`src/hdl/ids_pkg.sv`:
```
// shared types, codes and character constants for the include directive scanner
package ids_pkg;

    // default nesting limit for block comments
    localparam int unsigned MAX_COMMENT_DEPTH_DEF = 255;

    // depth of the queue between scanner and output stage
    localparam int unsigned QUEUE_DEPTH = 4;
    localparam int unsigned QUEUE_AW    = $clog2(QUEUE_DEPTH);

    // result kinds
    typedef enum logic [1:0] {
        KIND_PATH_BYTE = 2'd0,
        KIND_PATH_END  = 2'd1,
        KIND_DONE      = 2'd2,
        KIND_MALFORMED = 2'd3
    } t_kind;

    // input item
    typedef struct packed {
        logic [7:0] text_byte;
        logic       last_byte;
    } t_in;

    // result item
    typedef struct packed {
        t_kind      kind;
        logic [7:0] path_byte;
    } t_out;

    // queue entry: one or two results caused by one input item
    typedef struct packed {
        logic two;
        t_out r0;
        t_out r1;
    } t_entry;

    // push side of the queue
    typedef struct packed {
        logic   push;
        t_entry entry;
    } t_push;

    // characters the scanner reacts to
    localparam logic [7:0] CH_TAB    = 8'h09;
    localparam logic [7:0] CH_LF     = 8'h0A;
    localparam logic [7:0] CH_CR     = 8'h0D;
    localparam logic [7:0] CH_SPACE  = 8'h20;
    localparam logic [7:0] CH_DQUOTE = 8'h22;
    localparam logic [7:0] CH_SQUOTE = 8'h27;
    localparam logic [7:0] CH_STAR   = 8'h2A;
    localparam logic [7:0] CH_SLASH  = 8'h2F;
    localparam logic [7:0] CH_USCORE = 8'h5F;

    // keyword letters, "include"
    localparam int unsigned KW_LEN = 7;
    localparam logic [7:0] KEYWORD [KW_LEN] = '{8'h69, 8'h6E, 8'h63, 8'h6C, 8'h75, 8'h64, 8'h65};
    localparam logic [3:0] KW_MATCHED  = 4'd7;
    localparam logic [3:0] KW_MISMATCH = 4'd8;

endpackage

```
`src/hdl/ids_front.sv`:
```
// byte scanner: accepts text items, tracks scan state and queues the results
module ids_front #(
    parameter int unsigned MAX_COMMENT_DEPTH = ids_pkg::MAX_COMMENT_DEPTH_DEF
) (
    input  logic          i_clk,
    input  logic          i_rst_n,
    input  logic          i_valid,
    output logic          o_ready,
    input  ids_pkg::t_in  i_item,
    input  logic          i_space,
    output ids_pkg::t_push o_push
);
    import ids_pkg::*;

    localparam int unsigned DEPTH_W = $clog2(MAX_COMMENT_DEPTH + 1);

    // scan modes
    typedef enum logic [8:0] {
        M_TOP       = 9'b000000001,
        M_TOP_LINE  = 9'b000000010,
        M_TOP_BLOCK = 9'b000000100,
        M_STR       = 9'b000001000,
        M_WORD      = 9'b000010000,
        M_INC       = 9'b000100000,
        M_INC_LINE  = 9'b001000000,
        M_INC_BLOCK = 9'b010000000,
        M_PATH      = 9'b100000000
    } t_mode;

    // half of a two-byte comment marker
    typedef enum logic [1:0] {
        P_NONE  = 2'd0,
        P_SLASH = 2'd1,
        P_STAR  = 2'd2
    } t_pend;

    function automatic logic is_space(input logic [7:0] c);
        return (c == CH_SPACE) || (c >= CH_TAB && c <= CH_CR);
    endfunction

    function automatic logic is_alpha(input logic [7:0] c);
        return (c >= 8'h41 && c <= 8'h5A) || (c >= 8'h61 && c <= 8'h7A);
    endfunction

    function automatic logic is_ident(input logic [7:0] c);
        return is_alpha(c) || (c >= 8'h30 && c <= 8'h39) || (c == CH_USCORE);
    endfunction

    function automatic logic is_quote(input logic [7:0] c);
        return (c == CH_DQUOTE) || (c == CH_SQUOTE);
    endfunction

    t_mode               r_mode, n_mode;
    t_pend               r_pend, n_pend;
    logic [DEPTH_W-1:0]  r_depth, n_depth;
    logic [3:0]          r_kw, n_kw;
    logic                r_quote, n_quote;
    logic                r_nonempty, n_nonempty;
    logic                r_err, n_err;

    logic       accept;
    logic [7:0] b;
    logic [7:0] delim;
    t_mode      eff;
    t_mode      blk_back;
    logic       done;
    logic       bad;
    logic       has0, two;
    t_out       res0, res1, verdict;

    assign accept  = i_valid && i_space;
    assign o_ready = i_space;
    assign b       = i_item.text_byte;
    assign delim   = r_quote ? CH_SQUOTE : CH_DQUOTE;

    // next scan state and results for the byte on the input
    always_comb begin
        n_mode     = r_mode;
        n_pend     = r_pend;
        n_depth    = r_depth;
        n_kw       = r_kw;
        n_quote    = r_quote;
        n_nonempty = r_nonempty;
        n_err      = r_err;
        eff        = r_mode;
        blk_back   = M_TOP;
        done       = 1'b0;
        bad        = 1'b0;
        has0       = 1'b0;
        two        = 1'b0;
        res0       = '0;
        res1       = '0;
        verdict    = '0;

        if (!r_err) begin
            // a word ends: go on as keyword tail or as top level
            if (r_mode == M_WORD && !is_ident(b)) begin
                n_kw   = '0;
                eff    = (r_kw == KW_MATCHED) ? M_INC : M_TOP;
                n_mode = eff;
            end
            blk_back = (eff == M_TOP_BLOCK) ? M_TOP : M_INC;

            unique case (eff)
                M_TOP: begin
                    if (r_pend == P_SLASH) begin
                        n_pend = P_NONE;
                        if (b == CH_SLASH) begin
                            n_mode = M_TOP_LINE;
                            done   = 1'b1;
                        end else if (b == CH_STAR) begin
                            n_depth = DEPTH_W'(1);
                            n_mode  = M_TOP_BLOCK;
                            done    = 1'b1;
                        end
                    end
                    if (!done) begin
                        if (is_space(b)) begin
                            n_mode = n_mode;
                        end else if (b == CH_SLASH) begin
                            n_pend = P_SLASH;
                        end else if (is_quote(b)) begin
                            n_quote = (b == CH_SQUOTE);
                            n_mode  = M_STR;
                        end else if (is_alpha(b) || b == CH_USCORE) begin
                            n_kw   = (b == KEYWORD[0]) ? 4'd1 : KW_MISMATCH;
                            n_mode = M_WORD;
                        end
                    end
                end
                M_TOP_LINE: begin
                    if (b == CH_CR || b == CH_LF) begin
                        n_mode = M_TOP;
                    end
                end
                M_INC_LINE: begin
                    if (b == CH_CR || b == CH_LF) begin
                        n_mode = M_INC;
                    end
                end
                M_TOP_BLOCK, M_INC_BLOCK: begin
                    if (r_pend == P_SLASH) begin
                        n_pend = P_NONE;
                        if (b == CH_STAR) begin
                            if (r_depth >= DEPTH_W'(MAX_COMMENT_DEPTH)) begin
                                n_err = 1'b1;
                            end else begin
                                n_depth = r_depth + DEPTH_W'(1);
                            end
                            done = 1'b1;
                        end
                    end else if (r_pend == P_STAR) begin
                        n_pend = P_NONE;
                        if (b == CH_SLASH) begin
                            n_depth = r_depth - DEPTH_W'(1);
                            if (r_depth == DEPTH_W'(1)) begin
                                n_mode = blk_back;
                            end
                            done = 1'b1;
                        end
                    end
                    if (!done) begin
                        if (b == CH_SLASH) begin
                            n_pend = P_SLASH;
                        end else if (b == CH_STAR) begin
                            n_pend = P_STAR;
                        end
                    end
                end
                M_STR: begin
                    if (b == delim) begin
                        n_mode = M_TOP;
                    end
                end
                M_WORD: begin
                    // only identifier bytes reach here
                    if (r_kw < 4'(KW_LEN) && b == KEYWORD[r_kw[2:0]]) begin
                        n_kw = r_kw + 4'd1;
                    end else begin
                        n_kw = KW_MISMATCH;
                    end
                end
                M_INC: begin
                    if (r_pend == P_SLASH) begin
                        n_pend = P_NONE;
                        if (b == CH_SLASH) begin
                            n_mode = M_INC_LINE;
                        end else if (b == CH_STAR) begin
                            n_depth = DEPTH_W'(1);
                            n_mode  = M_INC_BLOCK;
                        end else begin
                            n_err = 1'b1;
                        end
                    end else if (is_space(b)) begin
                        n_mode = n_mode;
                    end else if (b == CH_SLASH) begin
                        n_pend = P_SLASH;
                    end else if (is_quote(b)) begin
                        n_quote    = (b == CH_SQUOTE);
                        n_nonempty = 1'b0;
                        n_mode     = M_PATH;
                    end else begin
                        n_err = 1'b1;
                    end
                end
                M_PATH: begin
                    if (b == delim) begin
                        if (!r_nonempty) begin
                            n_err = 1'b1;
                        end else begin
                            has0       = 1'b1;
                            res0.kind  = KIND_PATH_END;
                            n_nonempty = 1'b0;
                            n_mode     = M_TOP;
                        end
                    end else if (b == CH_CR || b == CH_LF) begin
                        n_err = 1'b1;
                    end else begin
                        has0           = 1'b1;
                        res0.kind      = KIND_PATH_BYTE;
                        res0.path_byte = b;
                        n_nonempty     = 1'b1;
                    end
                end
                default: begin
                    n_err = 1'b1;
                end
            endcase
        end

        // verdict on the final byte, then back to the reset state
        if (i_item.last_byte) begin
            bad = n_err;
            if (!bad) begin
                if (n_mode == M_WORD) begin
                    bad = (n_kw == KW_MATCHED);
                end else if (n_mode != M_TOP && n_mode != M_TOP_LINE && n_mode != M_STR) begin
                    bad = 1'b1;
                end
            end
            verdict.kind = bad ? KIND_MALFORMED : KIND_DONE;
            if (has0) begin
                res1 = verdict;
                two  = 1'b1;
            end else begin
                res0 = verdict;
                has0 = 1'b1;
            end
            n_mode     = M_TOP;
            n_pend     = P_NONE;
            n_depth    = '0;
            n_kw       = '0;
            n_quote    = 1'b0;
            n_nonempty = 1'b0;
            n_err      = 1'b0;
        end
    end

    // queue push for items that cause results
    always_comb begin
        o_push.push     = accept && has0;
        o_push.entry.two = two;
        o_push.entry.r0  = res0;
        o_push.entry.r1  = res1;
    end

    // scan state registers
    always_ff @(posedge i_clk) begin
        if (!i_rst_n) begin
            r_mode     <= M_TOP;
            r_pend     <= P_NONE;
            r_depth    <= '0;
            r_kw       <= '0;
            r_quote    <= 1'b0;
            r_nonempty <= 1'b0;
            r_err      <= 1'b0;
        end else if (accept) begin
            r_mode     <= n_mode;
            r_pend     <= n_pend;
            r_depth    <= n_depth;
            r_kw       <= n_kw;
            r_quote    <= n_quote;
            r_nonempty <= n_nonempty;
            r_err      <= n_err;
        end
    end

endmodule

```
`src/hdl/ids_fifo.sv`:
```
// short queue of result entries between scanner and output stage
module ids_fifo (
    input  logic            i_clk,
    input  logic            i_rst_n,
    input  ids_pkg::t_push  i_push,
    output logic            o_space,
    input  logic            i_pop,
    output ids_pkg::t_entry o_head,
    output logic            o_empty
);
    import ids_pkg::*;

    t_entry              r_mem [QUEUE_DEPTH];
    logic [QUEUE_AW-1:0] r_wr, r_rd;
    logic [QUEUE_AW:0]   r_cnt;
    logic                do_pop;

    assign o_space = (r_cnt != (QUEUE_AW + 1)'(QUEUE_DEPTH));
    assign o_empty = (r_cnt == '0);
    assign o_head  = r_mem[r_rd];
    assign do_pop  = i_pop && !o_empty;

    // entry storage
    always_ff @(posedge i_clk) begin
        if (i_push.push) begin
            r_mem[r_wr] <= i_push.entry;
        end
    end

    // pointers and fill count
    always_ff @(posedge i_clk) begin
        if (!i_rst_n) begin
            r_wr  <= '0;
            r_rd  <= '0;
            r_cnt <= '0;
        end else begin
            if (i_push.push) begin
                r_wr <= r_wr + QUEUE_AW'(1);
            end
            if (do_pop) begin
                r_rd <= r_rd + QUEUE_AW'(1);
            end
            if (i_push.push && !do_pop) begin
                r_cnt <= r_cnt + (QUEUE_AW + 1)'(1);
            end else if (!i_push.push && do_pop) begin
                r_cnt <= r_cnt - (QUEUE_AW + 1)'(1);
            end
        end
    end

endmodule

```
`src/hdl/ids_back.sv`:
```
// output stage: takes queue entries apart into single result items
module ids_back (
    input  logic            i_clk,
    input  logic            i_rst_n,
    input  ids_pkg::t_entry i_head,
    input  logic            i_empty,
    output logic            o_pop,
    output logic            o_valid,
    input  logic            i_ready,
    output ids_pkg::t_out   o_item
);
    import ids_pkg::*;

    logic r_valid;
    logic r_sel;
    t_out r_item;
    logic load;

    assign load    = !r_valid || i_ready;
    assign o_pop   = load && !i_empty && (r_sel || !i_head.two);
    assign o_valid = r_valid;
    assign o_item  = r_item;

    // output register control
    always_ff @(posedge i_clk) begin
        if (!i_rst_n) begin
            r_valid <= 1'b0;
            r_sel   <= 1'b0;
        end else if (load) begin
            r_valid <= !i_empty;
            if (!i_empty) begin
                r_sel <= !r_sel && i_head.two;
            end
        end
    end

    // output payload
    always_ff @(posedge i_clk) begin
        if (load && !i_empty) begin
            r_item <= r_sel ? i_head.r1 : i_head.r0;
        end
    end

endmodule

```
`src/hdl/include_directive_scanner.sv`:
```
// top level: include directive scanner, one text byte per item
// path: a byte's results pass through the result queue, then the output register
// throughput: one byte per cycle while the queue has space; a byte with two results
// sends them in turn, and the four-entry result queue absorbs those pairs and output stalls
// reset: synchronous active-low, returns the scanner to top level scanning with no pending state
// no clearing pass: the block takes items in the first cycle after reset
module include_directive_scanner #(
    parameter int unsigned MAX_COMMENT_DEPTH = ids_pkg::MAX_COMMENT_DEPTH_DEF
) (
    input  logic          i_clk,
    input  logic          i_rst_n,
    input  logic          i_in_valid,
    output logic          o_in_ready,
    input  ids_pkg::t_in  i_in_item,
    output logic          o_out_valid,
    input  logic          i_out_ready,
    output ids_pkg::t_out o_out_item
);
    import ids_pkg::*;

    t_push  push;
    t_entry head;
    logic   space;
    logic   empty;
    logic   pop;

    // scanner front
    ids_front #(
        .MAX_COMMENT_DEPTH(MAX_COMMENT_DEPTH)
    ) u_front (
        .i_clk   (i_clk),
        .i_rst_n (i_rst_n),
        .i_valid (i_in_valid),
        .o_ready (o_in_ready),
        .i_item  (i_in_item),
        .i_space (space),
        .o_push  (push)
    );

    // result queue
    ids_fifo u_fifo (
        .i_clk   (i_clk),
        .i_rst_n (i_rst_n),
        .i_push  (push),
        .o_space (space),
        .i_pop   (pop),
        .o_head  (head),
        .o_empty (empty)
    );

    // output stage
    ids_back u_back (
        .i_clk   (i_clk),
        .i_rst_n (i_rst_n),
        .i_head  (head),
        .i_empty (empty),
        .o_pop   (pop),
        .o_valid (o_out_valid),
        .i_ready (i_out_ready),
        .o_item  (o_out_item)
    );

endmodule
```
`config.mk`:
```
export PLATFORM = sky130hd
export DESIGN_NAME = include_directive_scanner
export DESIGN_NICKNAME = d
export VERILOG_FILES = /design/src/hdl/ids_pkg.sv /design/src/hdl/ids_front.sv /design/src/hdl/ids_fifo.sv /design/src/hdl/ids_back.sv /design/src/hdl/include_directive_scanner.sv
export SDC_FILE = /design/constraint.sdc
export NUM_CORES = 1
export LEC_CHECK = 0
export BUFFER_PORTS_ARGS = -buffer_cell sky130_fd_sc_hd__buf_2
export CORE_ASPECT_RATIO = 0.6
export CORE_MARGIN = 10
export CORE_UTILIZATION = 63
export CTS_CLUSTER_DIAMETER = 30
export DETAILED_ROUTE_END_ITERATION = 10
export PLACE_DENSITY = 0.89
export SYNTH_ARGS = -nofsm -noshare
export SYNTH_HDL_FRONTEND = slang
export SYNTH_HIERARCHICAL = 1
export SYNTH_SLANG_ARGS = --single-unit
```
`constraint.sdc`:
```
create_clock -name i_clk -period 7.6 [get_ports i_clk]
set_clock_uncertainty 0.15 [all_clocks]
set_input_delay 1.14 -clock i_clk [delete_from_list [all_inputs] [get_ports i_clk]]
set_output_delay 1.14 -clock i_clk [all_outputs]
set_load 0.1 [all_outputs]
```
==> impl_metrics.py <==
metrics = {
    "worst_setup_path": {
        "crit_path_max_incr_delay_ns": 0.47,
        "cp.required_ns": 7.77,
        "worstPathArrival_ns": 4.71,
        "crit_slowest_cell": "nor4_1",
        "setup.worst_path.start_class": "input pin",
        "crit_family": "simple AND/OR/NAND/NOR gates",
        "crit_path_cell_trace": "buf_2, and2_1, a21oi_1, or4b_1, nor2_1, nor4_1, nor2_1, nor2_1, ha_1, inv_1, fa_1, xor2_1, or3_1, a21boi_0",
        "cp_max_fo": 13,
        "crit_path_frequent_cell": "nor2_1",
        "crit_type": "input pin to flop",
        "r2r_cells": 12,
        "cp-end-kind": "flop",
        "cp.depth": 14,
        "crit_buf_inv": 2,
    },
    "yosys": {
        "ys_ff_latch": 131,
        "async_reset_ff_share_pct": 0,
        "syn_inst": 622,
        "synth_xor_area_share_pct": 1.96,
        "synth_compound_area_share_pct": 12.8,
        "seq_area_frac_synth_pct": 49.7,
        "yosysTopAreaCell": "edfxtp_1",
        "syn_area_um2": 7160,
        "syn_area_per_cell_um2": 11.5,
        "synth.area.top_cells": "edfxtp_1, dfxtp_1, mux4_2",
        "synth_simple_gate_area_share_pct": 19.0,
        "synth_top_area_share_pct": 39.4,
        "synth.distinct_cells": 84,
        "synthAdderAreaFrac_pct": 2.38,
        "synthFlopType": "edfxtp_1",
        "synth-edff-count": 94,
        "synth_top_family_by_area": "simple AND/OR/NAND/NOR gates",
        "synth.mux.area_fraction_pct": 9.64,
        "ys_warn_count": 6,
    },
    "placement": {
        "dpl.cell_count": 756,
        "preCtsSetupSlack_ns": 2.91,
        "gp_congestion": 0.997,
        "dp_hpwl_mm": 13.0,
        "placed_area_um2": 7240,
        "io_buffers": 24,
    },
    "min_path": {
        "worstHoldPathCells": 2,
        "hp-class": "flop to flop",
    },
    "clock_tree": {
        "path_clk_slew_ns": 0.06,
        "hold_buffers": 0,
        "cts_tree": "yes",
        "worst_skew_pair.late_latency_ns": 0.41,
        "root_buffer": "clkbuf_16",
        "postCtsSetupRepairBufs": 0,
        "postCtsResizedCells": 0,
        "htree_levels": 4,
        "cts.sinks": 131,
        "cts_buffers": 17,
        "clockBufferDepth": 2,
    },
    "timing": {
        "fmax_ghz": 0.220,
        "tightest_slew_ns": 1.19,
        "slew_viol_final": 0,
        "setup_tns_ns": 0,
        "rsz0062_at_grt": "no",
        "fin_crit_ns": 4.54,
        "period_share_pct": 59.7,
        "final-hold-violation-count": 0,
        "setup_viol": 0,
        "relSlewSlack_pct": 20.3,
        "worst_slack_ns": 3.06,
    },
    "layout": {
        "drive_above_1_share_pct": 18.5,
        "antenna_cells": 0,
        "fin_nets": 657,
        "stdcell_area_um2": 7850,
        "final_common_cell": "edfxtp_1",
        "final_cell_mix": "edfxtp_1, nor2_1, nand2_1, dfxtp_1, a21oi_1",
        "area.growth.synth_to_final_pct": 9.59,
        "stdcell_count": 788,
    },
    "floorplanning": {
        "design.die.area_um2": 16200,
        "die_w_um": 158,
        "core_area_um2": 11200,
        "rows": 30,
        "start_util_pct": 63.8,
        "die_y_um": 103,
        "num_io_pins": 25,
    },
    "routing": {
        "num_vias": 5563,
        "drt_iter0_drc": 913,
        "drtAntennaViolNets": 0,
        "dr.pass1.iters": 6,
        "drt_drc_violations_left": 0,
        "drt-total-wl_mm": 19.7,
        "routed_via_density": 7.06,
        "post_drt_wl_per_cell_um": 25.0,
    },
    "pwr": {
        "p_leak_nw": 2.65,
        "vdd_ir_drop_max_mv": 0.188,
        "power_density_nw_per_um2": 319,
    },
    "global_route": {
        "grt_pass1_wl_mm": 30.2,
        "grt_max_degree": 33,
        "antenna_found_initial": 0,
        "overflow": 0,
        "grt_usage_pct": 24.5,
        "grt_pass1_vias": 5192,
    },
    "run_status": {
        "outcome": "finished, final reports clean",
    },
    "run": {
        "drv_cap": 0,
    },
}
[flip-flops by register name, summed over array words and instances, names as in the netlist, named ones only]
| register | flops |
|---|---|
| u_fifo/r_mem | 84 |
| u_back/o_item | 10 |
| u_front/r_mode | 9 |
| u_front/r_depth | 8 |
| u_front/r_kw | 4 |
| u_fifo/r_cnt | 3 |
| u_fifo/r_rd | 2 |
| u_fifo/r_wr | 2 |
| u_front/r_pend | 2 |
| u_back/o_valid | 1 |
| u_back/r_sel | 1 |
| u_front/r_err | 1 |
| u_front/r_nonempty | 1 |
| u_front/r_quote | 1 |
[stage by stage]
stage,utilization (%),hold slack [ns],total power [W]
finish,69.9,0.383,0.00250
global route,69.9,0.421,0.00259
CTS,69.9,0.384,0.00251
global placement,64.5,0.354,0.00162
detailed placement,64.5,0.376,0.00166
floorplan,-,0.330,0.00153
[per-layer routing]
layer / up-vias / share of wire, % / track usage (%)
met4: 0 / 2.6 / 8.51
met5: - / 0 / 0
li1: 2352 / - / -
met1: 2701 / 41 / 34.2
met2: 442 / 44 / 35.6
met3: 68 / 13 / 7.29
[synthesized netlist by cell type (3+ instances only)]
cell,n
mux4_2,21
or4_4,3
a21oi_1,29
a31oi_1,3
o31ai_1,3
nand2_1,37
mux2_4,9
buf_2,8
clkbuf_1,17
and3_1,3
xnor2_1,9
a211oi_1,4
a21o_1,3
edfxtp_1,94
ha_1,12
nand4b_1,3
buf_4,12
or3_1,9
xor2_1,7
nand2b_1,8
nand3b_1,7
inv_1,16
o22ai_1,6
nand3_1,14
mux2i_1,6
a21boi_0,6
or2_2,5
nor2_1,49
a22o_1,3
o21ai_0,19
a22oi_1,6
nor3_1,22
nor3b_1,4
dfxtp_1,37
o21a_1,5
and2_1,25
nor4_1,11
nor2b_1,16
or4_1,5
nand4_1,7
buf_6,6
[worst paths after layout]
path / startpoint / endpoint / slack [ns]
max: i_in_item[1] / u_fifo/r_cnt[2] / 3.06
min reg2reg: u_front/r_pend[0] / u_front/r_pend[0] / 0.38
min: u_front/r_pend[0] / u_front/r_pend[0] / 0.38
max reg2reg: u_front/r_mode[6] / u_fifo/r_cnt[2] / 3.07
[where the power goes]
part / internal [W] / switching, W / total [W] / leakage (nW)
combinational: 0.000229 / 0.000494 / 0.000723 / 1.22
sequential: 0.000864 / 0.0000682 / 0.000932 / 1.14
clock: 0.000521 / 0.000329 / 0.000850 / 0.295
[worst min-delay path, stage by stage (launching register included)]
cell and delay [ns]:
dfxtp_1 0.35, nand2_1 0.07, a21boi_0 0.07
[layout make-up]
| class | count | area, µm² |
|---|---|---|
| Clock buffer | 18 | 429 |
| Clock inverter | 14 | 178 |
| Fill cell | 759 | 3370 |
| Inverter | 16 | 60.1 |
| Multi-Input combinational cell | 439 | 3300 |
| Sequential cell | 131 | 3560 |
| Tap cell | 144 | 180 |
| Timing Repair Buffer | 26 | 135 |
[logic make-up (layout without fill, tap and decap cells)]
group,after synthesis,after routing
simple gates,241,241
buf+inv,59,74
flops,131,131
other cells,1,8
fa+ha+maj,13,13
compound gates,123,123
mux,38,38
xor+xnor,16,16
No activity file was read; power rests on OpenSTA's default activity.
